$ cat src/rtl/mkdb_pkg.sv
`timescale 1ns / 1ps
`default_nettype none
// ----------------------------------------------------------------------------
// Multi-key debouncer package
// Shared types and constants: flag bits, timer actions, commands, register
// indexes and the per-key update record.
// ----------------------------------------------------------------------------
package mkdb_pkg;

  // Flag word bit positions.
  localparam int FL_UNSTABLE  = 0;
  localparam int FL_PRESSED   = 1;
  localparam int FL_NOTPRESSED = 2;
  localparam int FL_WAIT      = 3;
  localparam int FL_POLL      = 4;

  localparam logic [4:0] FLAGS_UNKNOWN   = 5'b00110;
  localparam logic [4:0] FLAGS_PRESSED   = 5'b00010;
  localparam logic [4:0] FLAGS_NOTPRESSED = 5'b00100;
  localparam logic [4:0] FLAGS_UNSTABLE  = 5'b00001;
  localparam logic [4:0] FLAGS_WAIT      = 5'b01000;
  localparam logic [4:0] FLAGS_POLL      = 5'b10000;

  // Next timer action codes.
  localparam logic [1:0] TMR_STOP     = 2'd0;
  localparam logic [1:0] TMR_DEBOUNCE = 2'd1;
  localparam logic [1:0] TMR_POLL     = 2'd2;
  localparam logic [1:0] TMR_KEEP     = 2'd3;

  // Input commands and result kinds.
  localparam logic CMD_TICK    = 1'b0;
  localparam logic CMD_EDGE    = 1'b1;
  localparam logic KIND_REPORT = 1'b0;
  localparam logic KIND_STATUS = 1'b1;

  // Configuration register indexes.
  localparam logic [1:0] CFG_ACTIVE_HIGH = 2'd0;
  localparam logic [1:0] CFG_EDGE_MODE   = 2'd1;
  localparam logic [1:0] CFG_DEBOUNCE_ON = 2'd2;
  localparam logic [1:0] CFG_KEY_COUNT   = 2'd3;

  // Outcome of scanning one key on a tick.
  typedef struct packed {
    logic [4:0] flags;    // value written back
    logic       en_set;   // re-enable the key's edge event
    logic       cnt_inc;  // one more key settling
    logic       cnt_dec;  // one key fewer settling
    logic       report;   // key turned stable: send a report
  } key_upd_t;

endpackage
`default_nettype wire

$ cat src/rtl/mkdb_ram.sv
`timescale 1ns / 1ps
`default_nettype none
// ----------------------------------------------------------------------------
// Generic RAM
// One write port and one read port; read data is registered.
// ----------------------------------------------------------------------------
module mkdb_ram #(
  parameter int WIDTH = 8,
  parameter int DEPTH = 16
) (
  input  wire logic                                   clk,
  input  wire logic                                   we,
  input  wire logic [(DEPTH > 1 ? $clog2(DEPTH) : 1)-1:0] waddr,
  input  wire logic [WIDTH-1:0]                       wdata,
  input  wire logic                                   re,
  input  wire logic [(DEPTH > 1 ? $clog2(DEPTH) : 1)-1:0] raddr,
  output logic      [WIDTH-1:0]                       rdata
);

  logic [WIDTH-1:0] mem_r [DEPTH];

  always_ff @(posedge clk) begin
    if (we) begin
      mem_r[waddr] <= wdata;
    end
    if (re) begin
      rdata <= mem_r[raddr];
    end
  end

endmodule
`default_nettype wire

$ cat src/rtl/mkdb_key_eval.sv
`timescale 1ns / 1ps
`default_nettype none
// ----------------------------------------------------------------------------
// Key evaluation
// Decides the new flag word of one key during a tick scan.
// ----------------------------------------------------------------------------
module mkdb_key_eval
  import mkdb_pkg::*;
(
  input  wire logic [4:0] flags,
  input  wire logic       level,
  input  wire logic       edge_mode,
  output key_upd_t        upd
);

  logic [4:0] d;

  always_comb begin
    upd = '0;
    d   = flags;
    if (flags[FL_WAIT]) begin
      upd.flags = flags;
    end else begin
      // An unstable key is taken back to unknown and its edge re-armed.
      if (flags[FL_UNSTABLE]) begin
        d          = FLAGS_UNKNOWN;
        upd.en_set = 1'b1;
      end
      upd.flags = d;
      if (d[FL_POLL]) begin
        if (level == !d[FL_PRESSED]) begin
          upd.cnt_inc = 1'b1;
          upd.flags   = FLAGS_UNKNOWN;
        end
      end else if (level && d[FL_NOTPRESSED]) begin
        upd.flags = FLAGS_PRESSED;
      end else if (!level && d[FL_PRESSED]) begin
        upd.flags = FLAGS_NOTPRESSED;
      end else begin
        upd.cnt_dec = 1'b1;
        upd.report  = 1'b1;
        upd.flags   = d | (edge_mode ? FLAGS_WAIT : FLAGS_POLL);
      end
    end
  end

endmodule
`default_nettype wire

$ cat src/rtl/multi_key_gpio_debouncer_core.sv
`timescale 1ns / 1ps
`default_nettype none
// ----------------------------------------------------------------------------
// Multi-key GPIO debouncer core
// Debounces up to 16 key lines with edge-event and polling timer modes.
// ----------------------------------------------------------------------------
// Usage:
//   The input stream carries commands: tuser 0 is a timer tick that scans all
//   keys in use against the sampled pin levels, tuser 1 is an edge event for
//   the key in key_index. Each input transfer produces one or more output
//   transfers: zero or more key reports (tuser 0) followed by a status item
//   (tuser 1, tlast high) with the next timer action and the edge-enable mask.
//   The scan of a tick is paced by the single read/write port pair of the
//   flag memory, one key read, updated and written back per cycle while no
//   report waits for the output slot. One command is processed at a time;
//   the next input transfer is taken once the status item has been loaded.
//   Results leave through an output register, so a stalled receiver only
//   holds the scan at the next key that needs to report.
//   Reset is synchronous: every key's flags read as unknown (valid bits are
//   cleared, no clearing pass is needed), all edges are enabled and the
//   settling count is loaded with the number of keys in use.
//   Configuration writes are taken at any cycle and belong in idle periods.
// ----------------------------------------------------------------------------
module multi_key_gpio_debouncer_core
  import mkdb_pkg::*;
#(
  parameter int NUM_KEYS = 16
) (
  input  wire logic        clk,
  input  wire logic        rst_n,
  // Input stream.
  input  wire logic        in_tvalid,
  output logic             in_tready,
  input  wire logic [23:0] in_tdata,  // [3:0] key_index, [19:4] pin_levels, rest zero
  input  wire logic        in_tuser,  // command
  // Result stream.
  output logic             out_tvalid,
  input  wire logic        out_tready,
  output logic      [23:0] out_tdata, // [3:0] report_key, [4] pressed, [6:5] next_timer,
                                      // [22:7] edge_enables, rest zero
  output logic             out_tuser, // kind
  output logic             out_tlast, // last
  // Configuration write port.
  input  wire logic        cfg_we,
  input  wire logic [1:0]  cfg_addr,
  input  wire logic [4:0]  cfg_wdata
);

  localparam int AW = (NUM_KEYS > 1) ? $clog2(NUM_KEYS) : 1;
  localparam logic [4:0] KEY_LIMIT = (NUM_KEYS < 16) ? 5'(NUM_KEYS) : 5'd16;

  typedef enum logic [4:0] {
    S_IDLE = 5'b00001,
    S_SCAN = 5'b00010,
    S_EDGE = 5'b00100,
    S_EREP = 5'b01000,
    S_STAT = 5'b10000
  } state_t;

  // Configuration registers.
  logic       active_high_r, edge_mode_r, debounce_on_r;
  logic [4:0] key_count_r;

  // Control and state.
  state_t              state_r, state_nxt;
  logic [NUM_KEYS-1:0] en_r, en_nxt;
  logic [NUM_KEYS-1:0] vld_r, vld_nxt;
  logic [4:0]          cnt_r, cnt_nxt;
  logic [4:0]          key_r, key_nxt;
  logic                tick_r, tick_nxt;
  logic [1:0]          timer_r, timer_nxt;
  logic                rd_vld_r;
  logic [15:0]         pins_r;
  logic [3:0]          kidx_r;

  // Output register.
  logic        out_valid_r, out_valid_nxt;
  logic [22:0] out_data_r;
  logic        out_kind_r, out_last_r;
  logic        out_load;
  logic [22:0] load_data;
  logic        load_kind, load_last;
  logic        slot_free;

  // Memory ports.
  logic           ram_we, ram_re;
  logic [AW-1:0]  ram_waddr, ram_raddr;
  logic [4:0]     ram_wdata, ram_rdata;
  logic [4:0]     cur_flags;

  // Derived values.
  logic [4:0]  keys_used;
  logic [3:0]  in_key;
  logic [15:0] in_pins;
  logic [6:0]  in_key_ext, key_ext, kidx_ext;
  logic [AW-1:0] in_addr, key_addr, kidx_addr;
  logic [79:0] en_ext;
  logic [15:0] en16;
  logic        scan_level, edge_level;
  logic [1:0]  tick_timer;
  key_upd_t    upd;

  assign keys_used  = (key_count_r > KEY_LIMIT) ? KEY_LIMIT : key_count_r;
  assign in_key     = in_tdata[3:0];
  assign in_pins    = in_tdata[19:4];
  assign in_key_ext = {3'b000, in_key};
  assign key_ext    = {2'b00, key_r};
  assign kidx_ext   = {3'b000, kidx_r};
  assign in_addr    = in_key_ext[AW-1:0];
  assign key_addr   = key_ext[AW-1:0];
  assign kidx_addr  = kidx_ext[AW-1:0];
  assign en_ext     = 80'(en_r);
  assign en16       = en_ext[15:0];
  assign cur_flags  = rd_vld_r ? ram_rdata : FLAGS_UNKNOWN;
  assign scan_level = pins_r[key_r[3:0]] ^ ~active_high_r;
  assign edge_level = pins_r[kidx_r] ^ ~active_high_r;
  assign slot_free  = !out_valid_r || out_tready;
  assign in_tready  = (state_r == S_IDLE);

  always_comb begin
    if (cnt_r != 5'd0) begin
      tick_timer = TMR_DEBOUNCE;
    end else if (!edge_mode_r) begin
      tick_timer = TMR_POLL;
    end else begin
      tick_timer = TMR_STOP;
    end
  end

  mkdb_ram #(
    .WIDTH (5),
    .DEPTH (NUM_KEYS)
  ) u_flags (
    .clk   (clk),
    .we    (ram_we),
    .waddr (ram_waddr),
    .wdata (ram_wdata),
    .re    (ram_re),
    .raddr (ram_raddr),
    .rdata (ram_rdata)
  );

  mkdb_key_eval u_eval (
    .flags     (cur_flags),
    .level     (scan_level),
    .edge_mode (edge_mode_r),
    .upd       (upd)
  );

  // Sequencer: accepts a command, then walks the keys or handles one edge.
  always_comb begin
    state_nxt = state_r;
    en_nxt    = en_r;
    vld_nxt   = vld_r;
    cnt_nxt   = cnt_r;
    key_nxt   = key_r;
    tick_nxt  = tick_r;
    timer_nxt = timer_r;
    ram_we    = 1'b0;
    ram_waddr = key_addr;
    ram_wdata = upd.flags;
    ram_re    = 1'b0;
    ram_raddr = key_addr;
    out_load  = 1'b0;
    load_kind = KIND_STATUS;
    load_last = 1'b1;
    load_data = '0;

    case (state_r)
      S_IDLE: begin
        if (in_tvalid) begin
          key_nxt   = 5'd0;
          timer_nxt = TMR_KEEP;
          if (in_tuser == CMD_TICK) begin
            tick_nxt = 1'b1;
            if (keys_used != 5'd0) begin
              ram_re    = 1'b1;
              ram_raddr = '0;
              state_nxt = S_SCAN;
            end else begin
              state_nxt = S_STAT;
            end
          end else begin
            tick_nxt = 1'b0;
            if (edge_mode_r && ({1'b0, in_key} < keys_used) && en_r[in_addr]) begin
              if (debounce_on_r) begin
                ram_re    = 1'b1;
                ram_raddr = in_addr;
                state_nxt = S_EDGE;
              end else begin
                state_nxt = S_EREP;
              end
            end else begin
              state_nxt = S_STAT;
            end
          end
        end
      end

      S_SCAN: begin
        // A report needs the output slot; otherwise the key completes now.
        if (!upd.report || slot_free) begin
          ram_we           = 1'b1;
          vld_nxt[key_addr] = 1'b1;
          if (upd.en_set) begin
            en_nxt[key_addr] = 1'b1;
          end
          if (upd.cnt_inc && cnt_r != 5'd31) begin
            cnt_nxt = cnt_r + 5'd1;
          end
          if (upd.cnt_dec && cnt_r != 5'd0) begin
            cnt_nxt = cnt_r - 5'd1;
          end
          if (upd.report) begin
            out_load  = 1'b1;
            load_kind = KIND_REPORT;
            load_last = 1'b0;
            load_data = {16'h0000, TMR_KEEP, scan_level, key_r[3:0]};
          end
          if (key_r == keys_used - 5'd1) begin
            state_nxt = S_STAT;
          end else begin
            key_nxt   = key_r + 5'd1;
            ram_re    = 1'b1;
            ram_raddr = key_addr + AW'(1);
            state_nxt = S_SCAN;
          end
        end
      end

      S_EDGE: begin
        ram_we             = 1'b1;
        ram_waddr          = kidx_addr;
        vld_nxt[kidx_addr] = 1'b1;
        if (cur_flags[FL_WAIT]) begin
          ram_wdata = FLAGS_UNKNOWN;
          if (cnt_r == 5'd0) begin
            timer_nxt = TMR_DEBOUNCE;
          end
          if (cnt_r != 5'd31) begin
            cnt_nxt = cnt_r + 5'd1;
          end
        end else begin
          ram_wdata         = FLAGS_UNSTABLE;
          en_nxt[kidx_addr] = 1'b0;
        end
        state_nxt = S_STAT;
      end

      S_EREP: begin
        if (slot_free) begin
          out_load  = 1'b1;
          load_kind = KIND_REPORT;
          load_last = 1'b0;
          load_data = {16'h0000, TMR_KEEP, edge_level, kidx_r};
          state_nxt = S_STAT;
        end
      end

      S_STAT: begin
        if (slot_free) begin
          out_load  = 1'b1;
          load_kind = KIND_STATUS;
          load_last = 1'b1;
          load_data = {en16, (tick_r ? tick_timer : timer_r), 1'b0, 4'h0};
          state_nxt = S_IDLE;
        end
      end

      default: begin
        state_nxt = S_IDLE;
      end
    endcase
  end

  always_comb begin
    if (out_load) begin
      out_valid_nxt = 1'b1;
    end else if (out_tready) begin
      out_valid_nxt = 1'b0;
    end else begin
      out_valid_nxt = out_valid_r;
    end
  end

  always_ff @(posedge clk) begin
    if (!rst_n) begin
      state_r       <= S_IDLE;
      en_r          <= '1;
      vld_r         <= '0;
      cnt_r         <= KEY_LIMIT;
      key_r         <= 5'd0;
      tick_r        <= 1'b0;
      timer_r       <= TMR_KEEP;
      rd_vld_r      <= 1'b0;
      out_valid_r   <= 1'b0;
      active_high_r <= 1'b0;
      edge_mode_r   <= 1'b1;
      debounce_on_r <= 1'b1;
      key_count_r   <= 5'd16;
    end else begin
      state_r     <= state_nxt;
      en_r        <= en_nxt;
      vld_r       <= vld_nxt;
      cnt_r       <= cnt_nxt;
      key_r       <= key_nxt;
      tick_r      <= tick_nxt;
      timer_r     <= timer_nxt;
      out_valid_r <= out_valid_nxt;
      if (ram_re) begin
        rd_vld_r <= vld_r[ram_raddr];
      end
      if (cfg_we) begin
        case (cfg_addr)
          CFG_ACTIVE_HIGH: active_high_r <= cfg_wdata[0];
          CFG_EDGE_MODE:   edge_mode_r   <= cfg_wdata[0];
          CFG_DEBOUNCE_ON: debounce_on_r <= cfg_wdata[0];
          CFG_KEY_COUNT:   key_count_r   <= cfg_wdata;
          default: begin
          end
        endcase
      end
    end
  end

  // Payload registers.
  always_ff @(posedge clk) begin
    if (in_tvalid && in_tready) begin
      pins_r <= in_pins;
      kidx_r <= in_key;
    end
    if (out_load) begin
      out_data_r <= load_data;
      out_kind_r <= load_kind;
      out_last_r <= load_last;
    end
  end

  assign out_tvalid = out_valid_r;
  assign out_tdata  = {1'b0, out_data_r};
  assign out_tuser  = out_kind_r;
  assign out_tlast  = out_last_r;

endmodule
`default_nettype wire
$ cat config.mk
export PLATFORM = sky130hd
export DESIGN_NAME = multi_key_gpio_debouncer_core
export DESIGN_NICKNAME = d
export VERILOG_FILES = /design/src/rtl/mkdb_pkg.sv /design/src/rtl/mkdb_ram.sv /design/src/rtl/mkdb_key_eval.sv /design/src/rtl/multi_key_gpio_debouncer_core.sv
export SDC_FILE = /design/constraint.sdc
export NUM_CORES = 1
export LEC_CHECK = 0
export BUFFER_PORTS_ARGS = -buffer_cell sky130_fd_sc_hd__buf_2
export CAP_MARGIN = 25
export CORE_MARGIN = 1
export CORE_UTILIZATION = 45
export DETAILED_ROUTE_END_ITERATION = 8
export PLACE_DENSITY_LB_ADDON = 0.08
export SLEW_MARGIN = 20
export SYNTH_ARGS = -nofsm -noshare
export SYNTH_HDL_FRONTEND = slang
export SYNTH_SLANG_ARGS = --single-unit
$ cat constraint.sdc
create_clock -name clk -period 4.18 [get_ports clk]
set_input_delay 0.627 -clock clk [delete_from_list [all_inputs] [get_ports clk]]
set_output_delay 0.627 -clock clk [all_outputs]
set_load 0.01 [all_outputs]
; ---- After elaboration in Yosys (flattened, before gate mapping)
; Memories as Yosys holds them, arrays and structs flattened. A register that Yosys moved wholly into a read port is not among the register bits.
; Cells that the tools add are included.
[totals]
register_bits = 104
mem_bits_rw = 80
in_bits = 37
out_inout_bits = 28
elab_cells = 198
memories = 1
[mem_list]
columns = name, depth, word_bits, rd, rd_ports_with_merged_regs, write_ports, line_no
row1 = u_flags.mem_r, 16, 5, 1, 1, 1, mkdb_ram.sv:20  ; logic [WIDTH-1:0] mem_r [DEPTH];
[classes]
addsub = 5
n_lt_le_gt_ge = 8
eq_ne = 22
mux = 101
bitwise_logic = 9
reduce_logical = 35
[op_table]
columns = operator, count
row1 = $mux W5, 27
row2 = $pmux W23 S3, 1
row3 = $mux W16, 4
row4 = $pmux W16 S2, 2
row5 = $or A16 B16 Y16, 3
row6 = $mux W4, 10
row7 = $mux W1, 28
row8 = $pmux W5 S5, 1
row9 = $mux W23, 1
row10 = $mux W7, 3
row11 = $lt A4 B5 Y1 const B, 4
row12 = $pmux W5 S2, 2
row13 = $mux W2, 9
row14 = $ne A2 B2 Y1 const B, 9
row15 = $and A16 B16 Y16, 1
row16 = $bmux W1 S4, 4
row17 = $not A16 Y16, 1
row18 = $reduce_and A4 Y1, 4
row19 = $reduce_and A2 Y1, 6
row20 = $add A5 B1 Y5 const B, 2
row21 = $reduce_bool A5 Y1, 2
row22 = $sub A5 B1 Y5 const B, 2
row23 = $logic_and A1 B1 Y1, 9
row24 = $demux W1 S4, 2
row25 = other kinds (30), 43

; ---- Depth between registers and ports, before layout
[logic_depth]
word_depth = 15
mapped_depth = 15
depth_no_buf = 12

; ---- Cells and area by module
; From an unflattened synthesis, not the netlist that was laid out.
[hier_totals]
cells_unflattened = 733
area_unflattened_um2 = 8949.8
[modules_own_cells]
columns = mod, n_inst, cells_per_inst, area_each_um2, seq_area_each_um2
row1 = multi_key_gpio_debouncer_core, 1, 550, 5482.8, 2502.4
row2 = mkdb_ram, 1, 155, 3263.1, 2552.4
row3 = mkdb_key_eval, 1, 28, 203.9, 0.0

; ---- Worst setup path after synthesis
; Ideal clock, no wire load.
[synth_path]
path_kind = reg-to-reg
start = register key_r[2]
end = register out_data_r[0], enable pin
setup_ns = 0.405
t_arrival_ns = 3.489
required_ns = 3.775
slack_ns = 0.287
stages_incl_launch_ff = 9
path_buffers = 1
period_less_slack_ns = 3.893
path_cell_list = dfxtp_1 -> buf_2 -> mux4_2 -> mux4_2 -> xor2_2 -> mux2i_1 -> and4b_1 -> o311ai_0 -> nor2_1
[synth_via]
elab_chain_cells = 13
elab_cells_between_ends = 15
classes_between = mux: 9 / bitwise: 1 / reduce/logical: 5
[synth_rtl]
columns = item, line_no
row1 = "start, declared", multi_key_gpio_debouncer_core.sv:69  ; logic [4:0] key_r, key_nxt;
row2 = "start signal, assigned", multi_key_gpio_debouncer_core.sv:306  ; key_r <= key_nxt;
row3 = $bmux W1 S4 (*), multi_key_gpio_debouncer_core.sv:115  ; assign scan_level = pins_r[key_r[3:0]] ^ ~active_high_r;
row4 = $mux W1 (implied by the code) (*), multi_key_gpio_debouncer_core.sv:115
row5 = $xor A1 B1 Y1 (*), multi_key_gpio_debouncer_core.sv:115
row6 = $logic_not A1 Y1, mkdb_key_eval.sv:37  ; end else if (!level && d[FL_PRESSED]) begin
row7 = $logic_and A1 B1 Y1, mkdb_key_eval.sv:37
row8 = $mux W2, mkdb_key_eval.sv:37
row9 = $mux W2 (*), mkdb_key_eval.sv:35  ; end else if (level && d[FL_NOTPRESSED]) begin
row10 = $mux W2 (*), mkdb_key_eval.sv:30  ; if (d[FL_POLL]) begin
row11 = $mux W4 (*), mkdb_key_eval.sv:21  ; if (flags[FL_WAIT]) begin
row12 = $logic_not A1 Y1, multi_key_gpio_debouncer_core.sv:202  ; if (!upd.report || slot_free) begin
row13 = $logic_or A1 B1 Y1, multi_key_gpio_debouncer_core.sv:202
row14 = $mux W1 (*), multi_key_gpio_debouncer_core.sv:202
row15 = $pmux W1 S2 (*), multi_key_gpio_debouncer_core.sv:169  ; case (state_r)
row16 = net out_load, multi_key_gpio_debouncer_core.sv:80  ; logic out_load;
row17 = "end signal, assigned", multi_key_gpio_debouncer_core.sv:333  ; out_data_r <= load_data;
row18 = "end, declared", multi_key_gpio_debouncer_core.sv:78  ; logic [22:0] out_data_r;
; Mark *: on every way through the listed nets, which the timed path passes. The rest lies on a longest branch. The select of a mux whose other input is x is not followed.
; A chain may end at the register's enable or synchronous reset.

; ---- Final worst setup path
[layout_path]
start = register key_r[2]
end = register u_flags.rdata[3] (read register of u_flags.mem_r), data pin
[layout_via]
elab_chain_cells = 13
elab_cells_between_ends = 25
classes_between = add/sub: 1 / eq/ne: 1 / mux: 17 / bitwise: 1 / reduce/logical: 5
[layout_rtl]
columns = item, line_no
row1 = $bmux W1 S4, multi_key_gpio_debouncer_core.sv:115
row2 = $mux W1 (implied by the code), multi_key_gpio_debouncer_core.sv:115
row3 = $xor A1 B1 Y1, multi_key_gpio_debouncer_core.sv:115
row4 = $logic_not A1 Y1, mkdb_key_eval.sv:37
row5 = $logic_and A1 B1 Y1, mkdb_key_eval.sv:37
row6 = $mux W2, mkdb_key_eval.sv:37
row7 = $mux W2, mkdb_key_eval.sv:35
row8 = $mux W2, mkdb_key_eval.sv:30
row9 = $mux W4, mkdb_key_eval.sv:21
row10 = $logic_not A1 Y1, multi_key_gpio_debouncer_core.sv:202
row11 = $logic_or A1 B1 Y1, multi_key_gpio_debouncer_core.sv:202
row12 = $mux W4 or $mux W1 (tied branches), multi_key_gpio_debouncer_core.sv:202
row13 = $pmux W4 S2 or $pmux W1 S2 (tied branches), multi_key_gpio_debouncer_core.sv:169
row14 = "end, declared", mkdb_ram.sv:17  ; output logic [WIDTH-1:0] rdata
; Several ways; a longest one is shown, not always the timed one. The select of a mux whose other input is x is not followed.

==> summary.md <==
| Metric | Value |
|---|---|
| DRT Pass-1 Iters | `5` |
| #FFs+latches synth | `188` |
| Outcome | `finished, final reports clean` |
| Synth Area in Adders | `0.0193` |
| Worst reg2reg setup slack | `250 ps` |
| Clk pwr share | `0.366` |
| Minimum clock period | `3930 ps` |
| Post-synthesis mux area share | `0.109` |
| DRC viols | `0` |
| Initial core utilization | `0.463` |
| Antenna viol nets, final | `0` |
| Fillers | `1778` |
| Largest net degree at the start of global routing | `28` |
| Worst EP required | `4450 ps` |
| Post-Synth XOR/XNOR Area | `0.0115` |
| Number of max-cap violations | `0` |
| DR WL met3 | `1.68 mm` |
| Root cell of the clock tree | `clkbuf_16` |
| First-pass GRT wire length | `35.7 mm` |
| Comb pwr share | `0.144` |
| P_sw | `1.18 mW` |
| CP Launch Type | `flop` |
| Slew Limit Fails | `0` |
| Critical path class | `reg -> reg` |
| Hold Fails Final Rpt | `0` |
| Metal2 WL | `10.3 mm` |
| Sequential power share | `0.489` |
| Initial antenna violation count | `0` |
| Met1 WL | `10.4 mm` |
| WL/cell | `19.7 um` |
| Top achievable clock speed | `254 MHz` |
| Ant diodes | `0` |
| Int Pwr | `3.18 mW` |
| Final critical-path share of the clock period | `0.940` |
| Share of the synthesized area in the top cell type | `0.427` |
| Skew-Pair Late Insertion Delay | `440 ps` |
| Pwr dens | `419 nW/um2` |
| Syn Nets | `849` |
| # IOs | `65` |
| Final Net Count | `922` |
| Top delay family on crit path | `multiplexers` |
| CTS tree | `built` |
| Ys Warns | `0` |
| Slowest CP cell | `mux4_2` |
| Final count of negative-setup-slack endpoints | `0` |
| Core Region | `19600 um2` |
| Sink Count | `188` |
| Post-synth ARST share | `0` |
| Critical path peak fanout | `24` |
| H-tree depth | `4` |
| Grt total ovfl | `0` |
| Relative slew slack | `0.337` |
| Synth Instances | `798` |
| Buf/Inv on CP | `1` |
| Synth Area per Inst | `11.4 um2` |
| DIE WIDTH | `144 um` |
| Final setup margin | `249 ps` |
| CTS max path bufs | `2` |
| Register area share after synthesis | `0.558` |
| Global-route usage over all layers | `0.233` |
| Combined area of the multi-input logic cells | `3750 um2` |
| Clock Skew | `10.3 ps` |
| Synth-to-Final Area Change | `14.7%` |
| Crit. End Element | `flop` |
| Cell taking the most area after synthesis | `edfxtp_1` |
| Initial drt markers | `499` |
| Simple-gate portion of the synthesized area | `0.152` |
| Row Count | `51` |
| Sw Ratio | `0.271` |
| Yosys cell types | `71` |
| Chip height | `144 um` |
| Crit path largest cell delay | `540 ps` |
| CP Cell Sequence | `mux4_2 -> mux4_2 -> xor2_2 -> mux2_4 -> nand3_1 -> nand3_2 -> nand2_4 -> buf_12 -> mux2i_1 -> a221o_1 -> a22oi_1` |
| P_leak | `3.95 nW` |
| Layout cell share with drive strength beyond 1 | `0.186` |
| Fin Setup TNS | `0 ps` |
| Clock transition at the registers of the reported paths | `70 ps` |
| RSZ-0062 raised after global routing | `false` |
| I/O Buffers | `59` |
| CTS Hold Buffers Added | `0` |
| Sequential Area | `5060 um2` |
| Overall Power | `4.36 mW` |
| Final Routed Wirelength | `22.7 mm` |
| Placer Congestion | `0.898` |
| Min-Delay Path Class | `in -> reg` |
| Via Count | `6642` |
| Hpwl dp | `16.6 mm` |
| Top FF cell, synth | `edfxtp_1` |
| Worst Max-Slew Pin Slew | `991 ps` |
| Largest family of logic cells by synthesized area | `simple AND/OR/NAND/NOR gates` |
| Post-synth EDFFs | `129` |
| Mapped cell area | `9060 um2` |
| Post-synthesis compound-gate area fraction | `0.120` |
| Die ar. | `20700 um2` |
| Placed Instances | `1117` |
| Post-Layout Cell Count | `1149` |
| Place WS | `134 ps` |
| Top layer used by detailed routing | `met4` |
| Vias in the first global route | `6533` |
| Vias/cell | `5.78` |
| Top cells by area, synth | `edfxtp_1 (43%), dfxtp_1 (13%), mux2i_1 (6.4%), nor2_1 (4.3%), mux4_2 (3.7%)` |
| Total CTS buffers | `17` |
| Crit path top cell by count | `mux4_2` |
| Worst EP arrival | `4200 ps` |
| Max IR drop VDD | `0.292 mV` |
[layout make-up]
cell class | count | share of cell area
well taps | 265 | 0.0319
flip-flops and latches | 188 | 0.486
clock buffers | 18 | 0.0413
repair buffers | 99 | 0.0585
clock inverters | 14 | 0.0146
inverters | 19 | 0.00686
multi-input cells | 546 | 0.361
[layer usage]
| metal | up-vias | global-route usage |
|---|---|---|
| met5 | - | 0 |
| met4 | 0 | 0.0733 |
| met3 | 28 | 0.0463 |
| met2 | 266 | 0.364 |
| met1 | 3205 | 0.326 |
| li1 | 3143 | - |
[synthesized netlist by cell type (all sizes together), types with 2 or more instances]
| master | number |
|---|---|
| edfxtp | 129 |
| nor2 | 105 |
| dfxtp | 59 |
| mux2i | 58 |
| nand2 | 47 |
| o21ai | 39 |
| clkbuf | 31 |
| nand3 | 28 |
| a21oi | 24 |
| a31oi | 21 |
| and2 | 21 |
| nor3 | 19 |
| inv | 16 |
| mux4 | 15 |
| buf | 14 |
| ha | 14 |
| o211ai | 13 |
| nand2b | 12 |
| a221o | 11 |
| nor2b | 10 |
| a22oi | 9 |
| and3 | 9 |
| o311ai | 9 |
| xnor2 | 9 |
| a211oi | 6 |
| mux2 | 6 |
| nor4 | 5 |
| or3 | 5 |
| a22o | 4 |
| nand3b | 4 |
| nand4 | 4 |
| or2 | 4 |
| and4b | 3 |
| clkinv | 3 |
| or4 | 3 |
| a211o | 2 |
| a221oi | 2 |
| nor4b | 2 |
| o21a | 2 |
| o311a | 2 |
| xor2 | 2 |
[registers in the layout, summed over array words and instances, names as in the netlist, 4 cells and up]
| name | cells |
|---|---|
| u_flags.mem_r | 80 |
| out_data_r | 23 |
| en16 | 16 |
| pins_r | 16 |
| vld_r | 16 |
| cnt_r | 5 |
| key_count_r | 5 |
| key_r | 5 |
| state_r | 5 |
| u_flags.rdata | 5 |
| kidx_addr | 4 |
[power by group through the flow]
stage	registers (mW)	logic, mW	clock network (mW)
after CTS	2.13	0.628	1.63
after global placement	2.17	0.611	0
after floorplan	2.14	0.447	0
after detailed placement	2.17	0.626	0
final	2.13	0.630	1.60
after global routing	2.14	0.680	1.69
[final timing paths]
kind                startpoint                to  cells after the start
setup / recovery      key_r[2]  u_flags.rdata[3]                     11
hold / removal    in_tdata[16]        pins_r[12]                      1
setup reg to reg      key_r[2]  u_flags.rdata[3]                     11
hold reg to reg       vld_r[6]          vld_r[6]                      2
[cells by family (layout without fill, tap and decap cells)]
| group | count (synthesis) | in the layout |
|---|---|---|
| AND/OR/NAND/NOR | 283 | 283 |
| buffers and inverters | 64 | 150 |
| adder cells (fa/ha/maj) | 14 | 14 |
| AO/OA/AOI/OAI | 158 | 158 |
| XOR/XNOR | 11 | 11 |
| flip-flops | 188 | 188 |
| multiplexers | 79 | 79 |
| other | 1 | 1 |
[cell usage in the layout, fill, tap and decap left out, drive strengths merged, types with 10 or more instances in the layout]
| cell | netlist | final |
|---|---|---|
| edfxtp | 129 | 129 |
| nor2 | 105 | 105 |
| buf | 14 | 99 |
| dfxtp | 59 | 59 |
| mux2i | 58 | 58 |
| nand2 | 47 | 47 |
| o21ai | 39 | 39 |
| nand3 | 28 | 28 |
| a21oi | 24 | 24 |
| inv | 16 | 24 |
| a31oi | 21 | 21 |
| and2 | 21 | 21 |
| nor3 | 19 | 19 |
| clkbuf | 31 | 18 |
| mux4 | 15 | 15 |
| ha | 14 | 14 |
| o211ai | 13 | 13 |
| nand2b | 12 | 12 |
| a221o | 11 | 11 |
| nor2b | 10 | 10 |
[repair_timing]
item                                    CTS  global route
setup buffers                             0             0
gates resized for setup                   0             4
endpoints found under the setup margin    0            38
[stage by stage]
| stage | util | cell area, um2 | hold slack, ps |
|---|---|---|---|
| 6_report | 0.531 | 10400 | 362 |
| 5_1_grt | 0.531 | 10400 | 345 |
| 4_1_cts | 0.530 | 10400 | 346 |
| 3_5_place_dp | 0.501 | 9810 | 459 |
| 3_3_place_gp | 0.501 | 9810 | 450 |
| 2_1_floorplan | - | 9060 | 433 |
Note: power is estimated with default switching activity, not from simulation.
